### src/sv/kmsf_pkg.sv
// ----------------------------------------------------------------------------
// kmsf_pkg: shared types and constants for the key matrix scanner
// Holds default geometry, field widths and the operation record that the
// front part hands to the back part.
// ----------------------------------------------------------------------------
package kmsf_pkg;

  localparam int RowsDef      = 4;
  localparam int ColsDef      = 4;
  localparam int FifoDepthDef = 8;

  // Fixed by the payload fields.
  localparam int RowFieldBits = 4;
  localparam int MapBits      = 16;
  localparam int DriveBits    = 2;
  localparam int CountBits    = 4;

  // Operation passed from the front part to the back part.
  typedef struct packed {
    logic                 is_pop;
    logic                 push;
    logic [MapBits-1:0]   keys;
    logic [DriveBits-1:0] drive_column;
  } kmsf_op_t;

endpackage

### src/sv/kmsf_queue.sv
// ----------------------------------------------------------------------------
// kmsf_queue: two-entry operation queue
// Decouples the scan front part from the FIFO back part so that either side
// can stall without stopping the other.
// ----------------------------------------------------------------------------
module kmsf_queue
  import kmsf_pkg::*;
(
  input  logic     clk_i,
  input  logic     rst_ni,
  input  logic     wr_valid_i,
  output logic     wr_ready_o,
  input  kmsf_op_t wr_op_i,
  output logic     rd_valid_o,
  input  logic     rd_ready_i,
  output kmsf_op_t rd_op_o
);

  kmsf_op_t   slot_q [2];
  logic       wr_ptr_q, rd_ptr_q;
  logic [1:0] cnt_q;
  logic       do_wr, do_rd;

  assign wr_ready_o = (cnt_q != 2'd2);
  assign rd_valid_o = (cnt_q != 2'd0);
  assign rd_op_o    = slot_q[rd_ptr_q];
  assign do_wr      = wr_valid_i && wr_ready_o;
  assign do_rd      = rd_valid_o && rd_ready_i;

  always_ff @(posedge clk_i) begin
    if (do_wr) begin
      slot_q[wr_ptr_q] <= wr_op_i;
    end
  end

  always_ff @(posedge clk_i or negedge rst_ni) begin
    if (!rst_ni) begin
      wr_ptr_q <= 1'b0;
      rd_ptr_q <= 1'b0;
      cnt_q    <= 2'd0;
    end else begin
      if (do_wr) begin
        wr_ptr_q <= !wr_ptr_q;
      end
      if (do_rd) begin
        rd_ptr_q <= !rd_ptr_q;
      end
      if (do_wr && !do_rd) begin
        cnt_q <= cnt_q + 2'd1;
      end else if (do_rd && !do_wr) begin
        cnt_q <= cnt_q - 2'd1;
      end
    end
  end

endmodule

### config.mk
export PLATFORM = sky130hd
export DESIGN_NAME = kmsf_queue
export DESIGN_NICKNAME = d
export VERILOG_FILES = /design/src/sv/kmsf_pkg.sv /design/src/sv/kmsf_queue.sv
export SDC_FILE = /design/constraint.sdc
export NUM_CORES = 1
export LEC_CHECK = 0
export ABC_AREA = 1
export BUFFER_PORTS_ARGS = -buffer_cell sky130_fd_sc_hd__clkbuf_2
export CAP_MARGIN = 20
export CORE_ASPECT_RATIO = 2
export CORE_MARGIN = 1.5
export CORE_UTILIZATION = 51
export DETAILED_ROUTE_END_ITERATION = 16
export PLACE_DENSITY = 0.82
export REMOVE_ABC_BUFFERS = 1
export SYNTH_ARGS = -nofsm -noshare
export SYNTH_HDL_FRONTEND = slang
export SYNTH_SLANG_ARGS = --single-unit
### constraint.sdc
create_clock -name clk_i -period 2.08 [get_ports clk_i]
set_input_delay 0.208 -clock clk_i [delete_from_list [all_inputs] [get_ports clk_i]]
set_output_delay 0.208 -clock clk_i [all_outputs]
set_load 0.02 [all_outputs]
==> flow_results.org <==
** Timing
- Summed over all failing endpoints, the final setup total negative slack is 0 ns.
- The clock period could shrink to roughly 1.5 ns.
- Final count of pins violating max slew :: 0
- RSZ-0062 raised after global routing :: no
- In this run the tightest slew margin relative to its limit is 76.4%.
- Derived from the worst setup path, the maximum achievable clock frequency is 653 MHz.
- Number of failing hold endpoints at the final stage :: 0
- Share of the clock period used by the worst path after layout :: 73.6%
- Setup-failing EPs final :: 0
- At the pin with the least slew margin, the transition time is 0.353 ns.
- The clock arrives with 0.0106 ns of skew.
- Final hold analysis gives a worst-case slack of about 0.10 ns.

** Detailed routing
- Across all layers, the routed design uses about 1,100 vias.
- Number of DRC violations after detailed routing :: 0
- Ratio of routed vias to standard cells :: 5.09
- In the final routed layout, each cell accounts on average for 13.8 µm.
- Final Routed Wirelength :: 3000 µm
- Initial DRT Pass Iterations :: 4
- Drt initial violations :: 12
- Antenna Violating Nets Remaining :: 0

** Clock tree
- The clock tree synthesis step divided the H-tree into 2 levels.
- Clock tree synthesis found a total of 44 sinks.
- Clock-pin slew was measured on the worst setup and hold paths at 0.08 ns.
- Once the clock tree was built, the resizer swapped 0 gates to a different size.
- No sink is reached through more buffers than the 2 on the longest clock path.
- The tree is rooted in a clkbuf_8.
- TritonCTS built the clock tree.
- Clock latency reported for the late side of the worst-skew pair :: 0.29 ns
- In this run, CTS created clock tree buffers numbering 5.

** Yosys
- Top cell type's share of synthesized area :: 70.1%
- Yosys printed 0 warnings.
- Of all flip-flops after synthesis, the portion carrying an async set or reset was 9.09%.
- In this run, distinct cell masters in the synthesized netlist total 15.
- Synthesis-stage register bit count :: 44
- A synthesized cell averages 12.9 µm².
- Syn Inst Count :: around 130
- The synthesized netlist occupies a cell area of 1710 µm².
- edfxtp_1 takes more of the synthesized area than any other cell.
- Leading cell types by count after synthesis :: nand2_1, edfxtp_1, dfrtp_1, inv_1
- Most frequent cell after synthesis :: nand2_1
- Number of enable-type register cells in the synthesized netlist :: 40
- Top area cells in the synthesized netlist :: edfxtp_1, nand2_1, dfrtp_1, buf_6, nand2_4
- The most used flip-flop cell after synthesis is edfxtp_1.
- Of the synthesized area, sequential elements account for 76.0%.

** Layout
- Number of nets at the end of the flow :: 210
- 0 antenna diodes ended up in the layout.
- Fraction of final layout cells with drive strength greater than 1 :: 34.9%
- Counting the fill cells in the layout gives 256.
- Once layout is complete, the utilization of the core stands at 65.2%.
- The area growth from synthesis to layout is 21.5%.
- In the final layout, the multi-input gates occupy 349 µm².
- Across the whole layout, storage elements account for 1300 µm².

** Global routing
- Antenna violations before repair :: 0
- Global routing consumed, on the met2 layer, 34.0% of the routing resources.
- Global routing used 4.47% of the available met3 tracks.
- Remaining Overflow, GRT :: 0
- Busiest metal layer after global routing :: met2
- The first global-routing pass estimated 4940 µm of wire.
- The number of global-route vias before repair was 1,185.
- Entering global routing, the biggest net connects 22 pins.
- For met1 alone, demand over resource in global routing was between 15 and 20%.
- For this run, the total global-route usage over all layers was measured as around 18%.

** Setup path
- Crit-path cells :: inv_2, nand2_1, nand2_1, clkbuf_2
- Worst path required time :: 1.87 ns
- Crit path max fanout :: 21
- The critical path is of the register to output pin type.
- Cell with the biggest individual delay on the critical path :: dfrtp_1
- Among the stages of the critical path, the cell type that occurs most often is nand2_1.
- Crit path arrival time :: 1.32 ns
- In this design, the stage delay of the slowest critical-path cell is 0.40 ns.
- CP top delay family :: buffers and inverters
- CP startpoint kind :: register
- The worst setup path is captured at an output pin.
- Count of buffer and inverter cells on the critical path :: 2

** Floorplan
- Die outline area :: 3740 µm²
- From bottom edge to top edge, the die measures 85.0 µm.
- Number of rows created at floorplan :: 29
- DIE WIDTH :: 44.0 µm
- After floorplanning, the core was sized to cover 3190 µm².
- Effective utilization at floorplan :: 53.6%
- Count of boundary I/O pins :: 46

** Pwr
- VDD sags by at most 1.05 mV.
- Power spread over the standard cell area amounts to 1500 nW/µm².
- For this design the static power due to leakage is around 0.00095 µW.

** Min path
- Kind of path behind the tightest hold check :: input pin to register

** Place
- At the end of routability-driven placement, the weighted congestion stood at about 0.63.
- Detailed placement finished with a half-perimeter wire length of 2180 µm.
- In this run the tool buffered the top-level ports with 45 buffer cells.

** Run status
- Status :: complete, no violations

** Job
- Number of max-capacitance violations reported :: 0
worst paths after layout:
kind                                 to  slack, ns  cells after the start  startpoint
max                          rd_op_o[5]       0.55                      4    rd_ptr_q
min                        slot_q[0][3]       0.10                      1  wr_op_i[3]
max reg2reg                    cnt_q[1]       0.60                      9    cnt_q[0]
min in group asynchronous      cnt_q[0]       0.26                      2      rst_ni
min reg2reg                    cnt_q[0]       0.53                      1    cnt_q[0]
max in group asynchronous      wr_ptr_q       1.68                      2      rst_ni
sequential cells by signal, indices dropped and copies added, names as in the netlist:
name,count
rd_ptr_q,1
slot_q,40
wr_ptr_q,1
cnt_q,2
kinds of logic after synthesis:
group / after synthesis / share of synthesized area [%]
xor gates and xnor gates: 2 / 1.46
buffers and inverters: 11 / 3.94
adders and majority gates: 1 / 0.730
and+or+nand+nor: 75 / 17.9
DFF: 44 / 76.0
metal layers:
layer  routed length [µm]  up-vias
met2                 1770       30
li1                     -      540
met4                   97        0
met1                 1050      524
met3                   87       10
met5                    0        -
what timing repair did:
item	CTS	global route
hold endpoints to repair	4	0
hold buffers	1	0
setup buffers	0	0
cell usage in the layout, fill, tap and decap left out:
cell           synthesis  final
nand2_1               66     66
dlygate4sd3_1          0      1
nand2_2                2      2
nand2_4                2      2
buf_4                  1      3
clkbuf_8               0      5
clkbuf_1               0      1
bufinv_16              0      1
edfxtp_1              40     40
nor2_2                 0      2
xnor2_1                1      1
inv_2                  3      3
clkinv_2               0      1
inv_1                  4      4
ha_1                   1      1
nand4_1                1      1
dfrtp_1                4      4
clkbuf_2               0     45
nand3_1                2      2
xor2_2                 1      1
power by group:
group	switching [µW]	total, µW	leakage, µW	internal, µW
combinational	841	1200	0.000476	359
sequential	79.2	1300	0.000420	1220
clock	261	617	0.0000552	356
metrics by stage:
| stage | total power [µW] | setup slack [ns] | std cells | cell area (µm²) |
|---|---|---|---|---|
| 4_1_cts | 3150 | 0.534 | 217 | 2080 |
| 3_3_place_gp | 2440 | 0.758 | 208 | 1960 |
| 3_5_place_dp | 2530 | 0.628 | 208 | 1960 |
| 6_report | 3110 | 0.548 | 217 | 2080 |
| 5_1_grt | 3320 | 0.421 | 217 | 2080 |
| 2_1_floorplan | 2090 | 0.206 | 129 | 1670 |
area by class of cell:
class	instances	area share, %
well taps	31	1.86
repair buffers	49	12.4
flip-flops and latches	44	62.5
inverters	7	1.26
clock buffers	6	3.49
multi-input cells	78	16.8
clock inverters	2	1.68
(Power assumes the default switching activity.)
