--- config.mk ---
export PLATFORM = sky130hd
export DESIGN_NAME = kmsf_back
export DESIGN_NICKNAME = d
export VERILOG_FILES = /design/src/sv/kmsf_pkg.sv /design/src/sv/kmsf_back.sv
export SDC_FILE = /design/constraint.sdc
export NUM_CORES = 1
export LEC_CHECK = 0
export BUFFER_PORTS_ARGS = -buffer_cell sky130_fd_sc_hd__buf_2
export CAP_MARGIN = 10
export CORE_UTILIZATION = 60
export CTS_CLUSTER_SIZE = 28
export DETAILED_ROUTE_END_ITERATION = 8
export PLACE_DENSITY = 0.85
export RECOVER_POWER = 25
export SLEW_MARGIN = 30
export SYNTH_ARGS = -nofsm -noshare
export SYNTH_HDL_FRONTEND = slang
export SYNTH_SLANG_ARGS = --single-unit
--- constraint.sdc ---
create_clock -name clk_i -period 7.82 [get_ports clk_i]
set_input_delay 1.564 -clock clk_i [delete_from_list [all_inputs] [get_ports clk_i]]
set_output_delay 1.564 -clock clk_i [all_outputs]
set_load 0.005 [all_outputs]
--- src/sv/kmsf_pkg.sv ---
// ----------------------------------------------------------------------------
// kmsf_pkg: shared types and constants for the key matrix scanner
// Holds default geometry, field widths and the operation record that the
// front part hands to the back part.
// ----------------------------------------------------------------------------
package kmsf_pkg;

  localparam int RowsDef      = 4;
  localparam int ColsDef      = 4;
  localparam int FifoDepthDef = 8;

  // Fixed by the payload fields.
  localparam int RowFieldBits = 4;
  localparam int MapBits      = 16;
  localparam int DriveBits    = 2;
  localparam int CountBits    = 4;

  // Operation passed from the front part to the back part.
  typedef struct packed {
    logic                 is_pop;
    logic                 push;
    logic [MapBits-1:0]   keys;
    logic [DriveBits-1:0] drive_column;
  } kmsf_op_t;

endpackage

--- src/sv/kmsf_back.sv ---
// ----------------------------------------------------------------------------
// kmsf_back: event FIFO back part
// Carries out push and pop operations on the key event FIFO and holds the
// result in an output register.
// ----------------------------------------------------------------------------
module kmsf_back
  import kmsf_pkg::*;
#(
  parameter int FIFO_DEPTH = FifoDepthDef
) (
  input  logic                 clk_i,
  input  logic                 rst_ni,
  input  logic                 op_valid_i,
  output logic                 op_ready_o,
  input  kmsf_op_t             op_i,
  output logic                 out_valid_o,
  input  logic                 out_ready_i,
  output logic [DriveBits-1:0] drive_column_o,
  output logic                 popped_valid_o,
  output logic [MapBits-1:0]   popped_keys_o,
  output logic [CountBits-1:0] fifo_count_o,
  output logic                 dropped_o
);

  localparam int AW = (FIFO_DEPTH > 1) ? $clog2(FIFO_DEPTH) : 1;
  localparam int FW = $clog2(FIFO_DEPTH + 1);
  localparam int CW = (FW > CountBits) ? FW : CountBits;

  logic [MapBits-1:0]   mem [FIFO_DEPTH];
  logic [AW-1:0]        wr_ptr_q, rd_ptr_q;
  logic [FW-1:0]        fill_q, fill_d;
  logic [CW-1:0]        fill_wide;
  logic                 out_valid_q;
  logic [DriveBits-1:0] drive_q;
  logic                 pvalid_q;
  logic [MapBits-1:0]   keys_q;
  logic [CountBits-1:0] count_q;
  logic                 dropped_q;
  logic                 fire;
  logic                 full;
  logic                 empty;
  logic                 do_push;
  logic                 do_pop;

  assign fire       = op_valid_i && (!out_valid_q || out_ready_i);
  assign op_ready_o = !out_valid_q || out_ready_i;
  assign full       = (fill_q == FW'(FIFO_DEPTH));
  assign empty      = (fill_q == '0);
  assign do_push    = fire && !op_i.is_pop && op_i.push && !full;
  assign do_pop     = fire && op_i.is_pop && !empty;

  always_comb begin
    fill_d = fill_q;
    if (do_push) begin
      fill_d = fill_q + FW'(1);
    end else if (do_pop) begin
      fill_d = fill_q - FW'(1);
    end
    fill_wide = CW'(fill_d);
  end

  // The head entry is read straight into the output register.
  always_ff @(posedge clk_i) begin
    if (do_push) begin
      mem[wr_ptr_q] <= op_i.keys;
    end
    if (fire) begin
      drive_q   <= op_i.drive_column;
      pvalid_q  <= do_pop;
      count_q   <= fill_wide[CountBits-1:0];
      dropped_q <= !op_i.is_pop && op_i.push && full;
      if (do_pop) begin
        keys_q <= mem[rd_ptr_q];
      end else begin
        keys_q <= '0;
      end
    end
  end

  always_ff @(posedge clk_i or negedge rst_ni) begin
    if (!rst_ni) begin
      out_valid_q <= 1'b0;
      wr_ptr_q    <= '0;
      rd_ptr_q    <= '0;
      fill_q      <= '0;
    end else begin
      if (fire) begin
        out_valid_q <= 1'b1;
      end else if (out_ready_i) begin
        out_valid_q <= 1'b0;
      end
      fill_q <= fill_d;
      if (do_push) begin
        wr_ptr_q <= (wr_ptr_q == AW'(FIFO_DEPTH - 1)) ? '0 : wr_ptr_q + AW'(1);
      end
      if (do_pop) begin
        rd_ptr_q <= (rd_ptr_q == AW'(FIFO_DEPTH - 1)) ? '0 : rd_ptr_q + AW'(1);
      end
    end
  end

  assign out_valid_o    = out_valid_q;
  assign drive_column_o = drive_q;
  assign popped_valid_o = pvalid_q;
  assign popped_keys_o  = keys_q;
  assign fifo_count_o   = count_q;
  assign dropped_o      = dropped_q;

endmodule

==> key figures <==
Status
  • Status: finished, final reports clean

Layout
  • Diodes inserted: 0
  • Finished Core Util: 0.708
  • Layout cells sized above 1: 0.303
  • Filler instances: a little over 600
  • Fin nets: 397
  • Area Overhead vs Synth: 15.4%

Power
  • Sw power: around 600 µW
  • Part of the power in registers: 0.460
  • PwrDens: approximately 320 mW/mm²
  • Switching power share of the total: 0.256
  • Leak: 2.52 nW
  • Logic gate share of total power: 0.194
  • Internal power: ~1.8 mW
  • Clock power share: 0.346
  • Peak supply drop: between 0.2 and 0.25 mV

Route
  • DR DRC count: 0
  • Via count: just over 3000
  • TritonRoute pass-1 iters: 4
  • ANT nets after route: 0
  • Routed wire per std cell: ~21 µm
  • Vias per std cell: ~5.9
  • Drt total wl: about 11000 µm
  • Starting DRT DRC Count: approximately 310

Placed design
  • I/O Buffers: 49
  • DP Wirelength: approximately 6300 µm
  • Final GP Congestion: slightly above 0.8

Clock tree
  • Num CTS Buffers: 17
  • Worst-Skew Late Latency: approximately 0.53 ns
  • Clk sinks: roughly 160
  • Setup Buffers After CTS: 0
  • Worst-path clk slew: roughly 0.060 ns
  • Hold_buf cts: 0
  • H-tree depth: 4
  • CTS Root Cell: clkbuf_8
  • CTS resizes: 0
  • CTS max path bufs: 2
  • CTS tree: yes

Global route
  • Total GRT Usage: 0.225
  • Vias in the first global route: 3200
  • Initial antenna violation count: 0
  • GR Overflow Total: 0
  • Largest net degree at the start of global routing: 36
  • First-pass GRT wire length: 17400 µm

Timing
  • Worst-Margin Slew: ~0.95 ns
  • Max-Slew Margin vs Limit: 0.361
  • Final setup viols: 0
  • Fin Setup TNS: 0 ns
  • F_max: 277 MHz
  • Final slew viol count: 0
  • Final min period: roughly 3.6 ns
  • RSZ-0062 raised after global routing: no
  • Hold Vio Cnt, Final: 0
  • Final setup skew: a little over 0.005 ns
  • Period utilization: 0.462

Worst setup path
  • Slowest cell delay on critical path: around 0.22 ns
  • Worst r2r src: fill_q[0]
  • FF-to-FF End: mem[5][2]
  • Crit-path max FO: 5
  • Cell mode on critical path: buf_2
  • Worst Setup Start Kind: input port
  • Max stage delay cell, worst path: nand2b_1
  • R2R cell count: 7
  • Setup crit end kind: output pin
  • Critical Path RT: 6.26 ns
  • Worst path cell trace: buf_2 > nand2b_1 > buf_2
  • CP Data Arrival Time: 2.05 ns
  • Reg-to-reg slack, setup: 4.93 ns
  • Critical path type: in2out

Die
  • Die area: approximately 0.011 mm²
  • Die width: about 100 µm
  • # IOs: 50
  • Core ar.: between 0.01 and 0.015 mm²
  • Initial Util: 0.614
  • Die height: roughly 100 µm
  • Row count: 37

Synthesis
  • Synth Warn #: 0
  • Synth Register Bits: approximately 160
  • Library cells used by synthesis: 33
  • Synth area leader: edfxtp_1
  • Async SR Flop Fraction: 0.0675
  • Area contributors post-synth: edfxtp_1 72%, mux4_2 11%, dfrtp_1 4.4%
  • Synthesized cell area: 0.00631 mm²
  • Post-Syn Area per Cell: about 21 µm²
  • Top cell type's share of synthesized area: 0.724
  • Sequential-to-total area share from yosys stat: 0.767
  • Syn Inst Count: approximately 300
  • Most frequently used flop master after synthesis: edfxtp_1
  • Mapped Nets: about 330
  • Post-synth EDFFs: 152

Min path
  • Hold EP: fill_q[3]
  • Hold Path Class: reg2reg
  • Worst Hold Launch: fill_q[3]
  • Hold Path Stages: 1

Job
  • Max-Cap Viols: 0
==> worst max-delay path: cells and delay by family <==
family                 cells  cell delay [ns]
buffers and inverters      2             0.26
and+or+nand+nor            1             0.22
==> sequential cells by signal, indices dropped and copies added (netlist names) <==
signal / flops
popped_keys_o: 16
fill_q: 4
rd_ptr_q: 3
wr_ptr_q: 3
dropped_o: 1
out_valid_o: 1
fifo_count_o: 4
popped_valid_o: 1
mem: 128
drive_column_o: 2
==> worst max-delay path by stage <==
stage	startpoint	endpoint	depth (start not counted)
floorplan	op_i[18]	mem[0][0]	4
global placement	op_i[19]	mem[7][12]	6
detailed placement	op_i[19]	mem[7][1]	6
CTS	out_ready_i	op_ready_o	3
global route	out_ready_i	op_ready_o	3
finish	out_ready_i	op_ready_o	3
==> logic make-up after synthesis <==
group,share of synthesized area
xor+xnor,0.00417
flops,0.767
compound gates,0.00853
simple gates,0.0419
fa+ha+maj,0.0119
mux,0.146
buf+inv,0.0200
==> cell usage after synthesis (all sizes together) (4+ instances only) <==
master,number
a21oi,4
nand3,4
nor3,5
ha,6
buf,11
nand2,5
dfrtp,11
inv,6
edfxtp,152
mux4,32
nand2b,7
nor2,22
mux2i,16
==> cells in the final DEF (no fill, tap or decap), types with 5 or more instances in the layout <==
cell | synthesis | routed
buf_2 | 6 | 35
dfrtp_1 | 11 | 9
mux2i_1 | 16 | 16
nand2_1 | 5 | 5
inv_1 | 6 | 5
edfxtp_1 | 152 | 152
clkbuf_1 | 1 | 17
clkbuf_16 | 0 | 16
nand2b_1 | 7 | 7
nor2_1 | 22 | 22
mux4_2 | 30 | 30
buf_4 | 1 | 10
ha_1 | 6 | 6
==> layout make-up <==
type                       instances  area [µm²]  share of cell area
clock buffer                      21         439              0.0604
clock inverter                    11         154              0.0211
inverter                           6        22.5             0.00309
multi-input combinational        120        1350               0.185
sequential                       163        4840               0.665
tap                              136         170              0.0234
timing repair buffer              59         303              0.0416
==> power groups by stage <==
stage	clock network [mW]	registers, mW	logic, mW
3_3_place_gp	0	1.10	0.450
3_5_place_dp	0	1.10	0.464
6_report	0.817	1.08	0.457
5_1_grt	0.867	1.09	0.504
2_1_floorplan	0	1.07	0.404
4_1_cts	0.831	1.08	0.471
==> through the flow <==
step / setup slack, ns / hold WS [ns] / total power, mW / instances / cell area (µm²)
final: 4.21 / 0.519 / 2.36 / 516 / 7280
after global routing: 4.18 / 0.550 / 2.46 / 516 / 7280
after CTS: 4.20 / 0.518 / 2.39 / 516 / 7290
after detailed placement: 3.90 / 0.506 / 1.56 / 484 / 6700
after global placement: 4.01 / 0.503 / 1.55 / 484 / 6700
after floorplan: 4.08 / 0.470 / 1.47 / 301 / 6310
==> metal layers <==
| layer | GRT usage | routed length [µm] | vias up | part of all wire |
|---|---|---|---|---|
| li1 | - | - | 1338 | - |
| met1 | 0.289 | 4460 | 1591 | 0.41 |
| met2 | 0.368 | 5580 | 122 | 0.51 |
| met3 | 0.0561 | 694 | 16 | 0.064 |
| met4 | 0.0969 | 184 | 0 | 0.017 |
| met5 | 0 | 0 | - | 0 |
Power figures use the tool's default switching activity.
